**config.mk**
```make
export PLATFORM = sky130hd
export DESIGN_NAME = asr_ctrl
export DESIGN_NICKNAME = d
export VERILOG_FILES = /design/src/rtl/asr_pkg.sv /design/src/rtl/asr_ctrl.sv
export SDC_FILE = /design/constraint.sdc
export NUM_CORES = 1
export LEC_CHECK = 0
export BUFFER_PORTS_ARGS = -buffer_cell sky130_fd_sc_hd__buf_2
export CORE_MARGIN = 4
export CORE_UTILIZATION = 25
export DETAILED_ROUTE_END_ITERATION = 10
export SLEW_MARGIN = 20
export SYNTH_ARGS = -nofsm -noshare
export SYNTH_HDL_FRONTEND = slang
export SYNTH_SLANG_ARGS = --single-unit
```
**constraint.sdc**
```tcl
create_clock -name clk -period 1.8 [get_ports clk]
set_input_delay 0.09 -clock clk [delete_from_list [all_inputs] [get_ports clk]]
set_output_delay 0.09 -clock clk [all_outputs]
set_load 0.01 [all_outputs]
```
**src/rtl/asr_pkg.sv**
```systemverilog
// Shared types, codes and constants of the audio scope spectrum renderer.
package asr_pkg;

	localparam int FRAME_COL_W  = 8;
	localparam int FRAME_ROW_W  = 7;
	localparam int FRAME_ADDR_W = FRAME_ROW_W + FRAME_COL_W;
	localparam int FRAME_DEPTH  = 1 << FRAME_ADDR_W;
	localparam int PEAK_W       = 6;
	localparam int BAR_IDX_W    = 7;
	localparam int PEAK_DEPTH   = 1 << BAR_IDX_W;
	localparam int PEN_W        = 8;
	localparam int NUM_PEN_REGS = 8;
	localparam int CFG_INDEX_W  = 3;
	localparam int CFG_DATA_W   = 64;
	localparam int SAMPLE_W     = 16;
	localparam int LEVEL_W      = 8;
	localparam int BIN_W        = 8;

	localparam logic [PEN_W-1:0]       BACKGROUND_PEN = 8'd1;
	localparam logic [PEN_W-1:0]       TRACE_PEN      = 8'd2;
	localparam logic [PEAK_W-1:0]      PEAK_DECAY     = 6'd4;
	localparam logic [FRAME_ROW_W-1:0] FRAME_CENTRE   = 7'd64;

	typedef enum logic [1:0] {
		OP_CLEAR = 2'd0,
		OP_WAVE  = 2'd1,
		OP_BIN   = 2'd2,
		OP_READ  = 2'd3
	} asr_op_t;

	typedef enum logic [3:0] {
		ST_IDLE,
		ST_CLEAR,
		ST_WAVE,
		ST_READ,
		ST_READ_DATA,
		ST_PEAK_RD,
		ST_PEAK_UPD,
		ST_DRAW_TOP,
		ST_DRAW_BOT
	} asr_state_t;

	typedef struct packed {
		logic capture;
		logic clr_step;
		logic wave_wr;
		logic frame_rd;
		logic peak_rd;
		logic peak_upd;
		logic draw_top;
		logic draw_bot;
		logic load_pixel;
	} asr_cmd_t;

	typedef struct packed {
		asr_op_t in_op;
		logic    in_bin_ok;
		logic    clear_last;
		logic    peak_zero;
		logic    draw_last;
	} asr_sts_t;

endpackage

```
**src/rtl/asr_ctrl.sv**
```systemverilog
// Controller: sequences clear, plot, bar draw and read through the datapath.
module asr_ctrl import asr_pkg::*; (
	input  logic     clk,
	input  logic     arst_n,
	input  logic     in_valid,
	output logic     in_ready,
	output logic     out_valid,
	input  logic     out_ready,
	input  asr_sts_t sts,
	output asr_cmd_t cmd
);

	asr_state_t state_q;
	asr_state_t state_d;
	logic       out_valid_q;
	logic       out_free;

	assign out_free = !out_valid_q || out_ready;

	always_comb begin
		state_d = state_q;
		case (state_q)
			ST_IDLE: begin
				if (in_valid) begin
					case (sts.in_op)
						OP_CLEAR: state_d = ST_CLEAR;
						OP_WAVE:  state_d = ST_WAVE;
						OP_BIN:   state_d = sts.in_bin_ok ? ST_PEAK_RD : ST_IDLE;
						OP_READ:  state_d = ST_READ;
						default:  state_d = ST_IDLE;
					endcase
				end
			end
			ST_CLEAR:     if (sts.clear_last) state_d = ST_IDLE;
			ST_WAVE:      state_d = ST_IDLE;
			ST_READ:      state_d = ST_READ_DATA;
			ST_READ_DATA: if (out_free) state_d = ST_IDLE;
			ST_PEAK_RD:   state_d = ST_PEAK_UPD;
			ST_PEAK_UPD:  state_d = sts.peak_zero ? ST_IDLE : ST_DRAW_TOP;
			ST_DRAW_TOP:  state_d = ST_DRAW_BOT;
			ST_DRAW_BOT:  state_d = sts.draw_last ? ST_IDLE : ST_DRAW_TOP;
			default:      state_d = ST_IDLE;
		endcase
	end

	always_comb begin
		cmd      = '0;
		in_ready = 1'b0;
		case (state_q)
			ST_IDLE: begin
				in_ready    = 1'b1;
				cmd.capture = in_valid;
			end
			ST_CLEAR:     cmd.clr_step   = 1'b1;
			ST_WAVE:      cmd.wave_wr    = 1'b1;
			ST_READ:      cmd.frame_rd   = 1'b1;
			ST_READ_DATA: cmd.load_pixel = out_free;
			ST_PEAK_RD:   cmd.peak_rd    = 1'b1;
			ST_PEAK_UPD:  cmd.peak_upd   = 1'b1;
			ST_DRAW_TOP:  cmd.draw_top   = 1'b1;
			ST_DRAW_BOT:  cmd.draw_bot   = 1'b1;
			default:      cmd            = '0;
		endcase
	end

	always_ff @(posedge clk or negedge arst_n) begin
		if (!arst_n) begin
			state_q     <= ST_IDLE;
			out_valid_q <= 1'b0;
		end else begin
			state_q <= state_d;
			if (cmd.load_pixel) begin
				out_valid_q <= 1'b1;
			end else if (out_ready) begin
				out_valid_q <= 1'b0;
			end
		end
	end

	assign out_valid = out_valid_q;

endmodule

```
==> flow_summary.yaml <==
status:
  outcome: "complete, no violations"
setup_path:
  worstPathCellList: "or4_4, inv_1, and2_1, buf_2"
  cp-end-kind: "output pin"
  worst-path-buf-inv: 2
  arrival_ns: 1.64
  start_kind: "flip-flop"
  slowest_stage: "or4_4"
  slowest_delay_ns: 0.57
  worst_ep_required_time_ns: 1.71
  crit_type: "flip-flop to output pin"
  critPathMaxFanout: 11
  crit_family: "simple AND/OR/NAND/NOR gates"
floorplan:
  fp.dieArea_mm2: 0.00247
  die_h_um: 49.7
  rows: 14
  start_util_pct: 27.5
  die_w_um: 49.7
  core_area_mm2: 0.00158
  ioPinCount: 21
grt:
  grt_max_degree: 13
  grt_overflow: 0
  grt_pass1_wl_um: 1810
  grt_pass1_vias: 427
  track_usage_pct: 9.42
  antenna_found_initial: 0
finish:
  stdcell_count: 91
  final_cell_area_um2: 584
  final_util_pct: 37.1
  num_antenna_cells: 0
  drive_gt1_share_pct: 42.7
  fillers: 169
  final_nets: 86
  area_growth_syn_to_layout_pct: 34.6
sta:
  setup_viol: 0
  timing.fmax_mhz: 577
  relSlewSlack_pct: 71.7
  fin_worst_skew_ns: 0.00621
  tightest_slew_ns: 0.421
  hold_viol: 0
  period_minus_slack_ns: 1.73
  slew_violations: 0
  min_period_over_period_pct: 96.2
power_and_ir_drop:
  p_int_mw: 0.454
  leakage_nw: 0.273
  report.power.total_mw: 0.787
  swShare_pct: 42.3
  ir_worst_vdd_mv: 0.646
  p_comb_share_pct: 58.8
  pwr-share-clk_pct: 16.5
  seqPwrFrac_pct: 24.7
  netSwitchingPower_mw: 0.332
  power_density_mw_per_mm2: 1350
placed_design:
  placed_cell_area_um2: 547
  post-place-cells: 86
  hpwl_um: 904
  io_buffers: 20
  place_congestion: 0.744
routing:
  firstDrtPassIters: 2
  vias_per_cell: 5.16
  drc: 0
  detail_route.wirelength_um: 1150
  antenna_left: 0
  routedWlPerCell_um: 12.7
  num_vias: 470
  drt_iter0_markers: 2
synth:
  synth_sequential_area_ratio_pct: 28.8
  synth.most_common_cell: "nor3_1"
  synth_top_area_share_pct: 28.8
  syn_nets: 62
  yosys-top-cells-area: "dfrtp_1 (29%), nor3_1 (6.9%), nand2b_1 (5.8%)"
  syn_area_um2: 434
  synth.distinct_cells: 24
  async_flop_share_pct: 100
  synthTopCellsByCount: "nor3_1 (6), dfrtp_1 (5), nor2_1 (5)"
  synth_top_area_cell: "dfrtp_1"
  synth_area_per_cell_um2: 8.35
  yosysWarnings: 0
  synth_edf_count: 0
  syn_inst: 52
  ys.flop_type: "dfrtp_1"
  synth_seq_cells: 5
clocking:
  insertion_delay_ns: 0.24
  numClockSinks: 5
  cts_tree: "done"
  h-tree-depth: 1
  cts_inserted_buffers: 3
  cts-root-buf: "clkbuf_4"
  clk_pin_slew_worst_paths_ns: 0.05
  clk_path_buf_depth: 2
job:
  cap_violations: 0
min_path:
  hp-class: "primary input to async pin"
==> stage by stage <==
step	hold WS, ns	worst slack (ns)	setup TNS, ns
2_1_floorplan	-0.206	0.298	0
3_3_place_gp	-0.0930	0.233	0
3_5_place_dp	-0.0917	0.195	0
4_1_cts	0.187	0.0386	0
5_1_grt	0.194	-0.000598	-0.000598
6_report	0.191	0.0682	0
==> cells in the final DEF (no fill, tap or decap), drive strengths merged <==
cell type / count
a211oi: 1
a21oi: 3
and2: 1
buf: 22
clkbuf: 4
dfrtp: 5
dlygate4sd3: 1
inv: 2
maj3: 1
nand2: 3
nand2b: 4
nand3b: 1
nor2: 5
nor2b: 2
nor3: 6
nor3b: 2
nor4: 3
nor4b: 1
o21bai: 1
o22ai: 2
o32a: 1
or3: 1
or4: 1
or4b: 2
==> final cells by class <==
| class | instances | area (um^2) | area share [%] |
|---|---|---|---|
| timing repair buffer | 23 | 125 | 21.4 |
| inverter | 2 | 7.51 | 1.28 |
| sequential | 5 | 126 | 21.6 |
| tap | 16 | 20.0 | 3.43 |
| clock buffer | 4 | 26.3 | 4.50 |
| multi-input combinational | 41 | 279 | 47.8 |
==> path summary, 6_finish.rpt <==
kind | start | endpoint | slack (ns) | depth (start not counted)
max reg2reg | state_q[0]$_DFFE_PN0P_ | state_q[0]$_DFFE_PN0P_ | 0.21 | 3
min | arst_n | state_q[2]$_DFFE_PN0P_ | 0.19 | 2
min in group clk | sts[4] | state_q[1]$_DFFE_PN0P_ | 0.19 | 3
max | state_q[0]$_DFFE_PN0P_ | cmd[8] | 0.07 | 4
max in group asynchronous | arst_n | state_q[0]$_DFFE_PN0P_ | 1.47 | 2
min reg2reg | out_valid$_DFFE_PN0P_ | out_valid$_DFFE_PN0P_ | 0.57 | 2
==> worst register-to-register path, stage by stage, from the launching register on <==
cell	delay [ns]
dfrtp_2	0.46
or4_4	0.57
o32a_1	0.38
o21bai_2	0.11
==> layer usage <==
| metal | GRT usage (%) | part of all wire [%] |
|---|---|---|
| met1 | 12.6 | 47 |
| met2 | 13.2 | 43 |
| met3 | 2.71 | 5.6 |
| met4 | 5.53 | 3.8 |
| met5 | 0 | 0 |
==> logic make-up (layout without fill, tap and decap cells) <==
kind of cell,count (synthesis),after routing,synth area share [%]
compound gates,8,8,15.8
buf+inv,6,29,6.92
fa+ha+maj,1,1,2.31
flops,5,5,28.8
simple gates,32,32,46.1
==> power by group through the flow <==
stage          Sequential (mW)  Combinational (mW)  Clock [mW]
5_1_grt                  0.200               0.512       0.145
6_report                 0.194               0.463       0.130
2_1_floorplan            0.167               0.357           0
3_3_place_gp             0.192               0.453           0
4_1_cts                  0.193               0.464       0.133
3_5_place_dp             0.194               0.459           0
==> flip-flops by register name, summed over array words and instances, names as in the netlist <==
signal     flops
out_valid      1
state_q        4
==> timing repair <==
| action | 4_1_cts | 5_1_grt |
|---|---|---|
| setup endpoints to repair | 0 | 1 |
| hold buffers | 1 | 0 |
| endpoints found under the hold margin | 5 | 0 |
| buffers inserted | 0 | 0 |
| gates resized for setup | 0 | 1 |
Note: power is estimated with default switching activity, not from simulation.
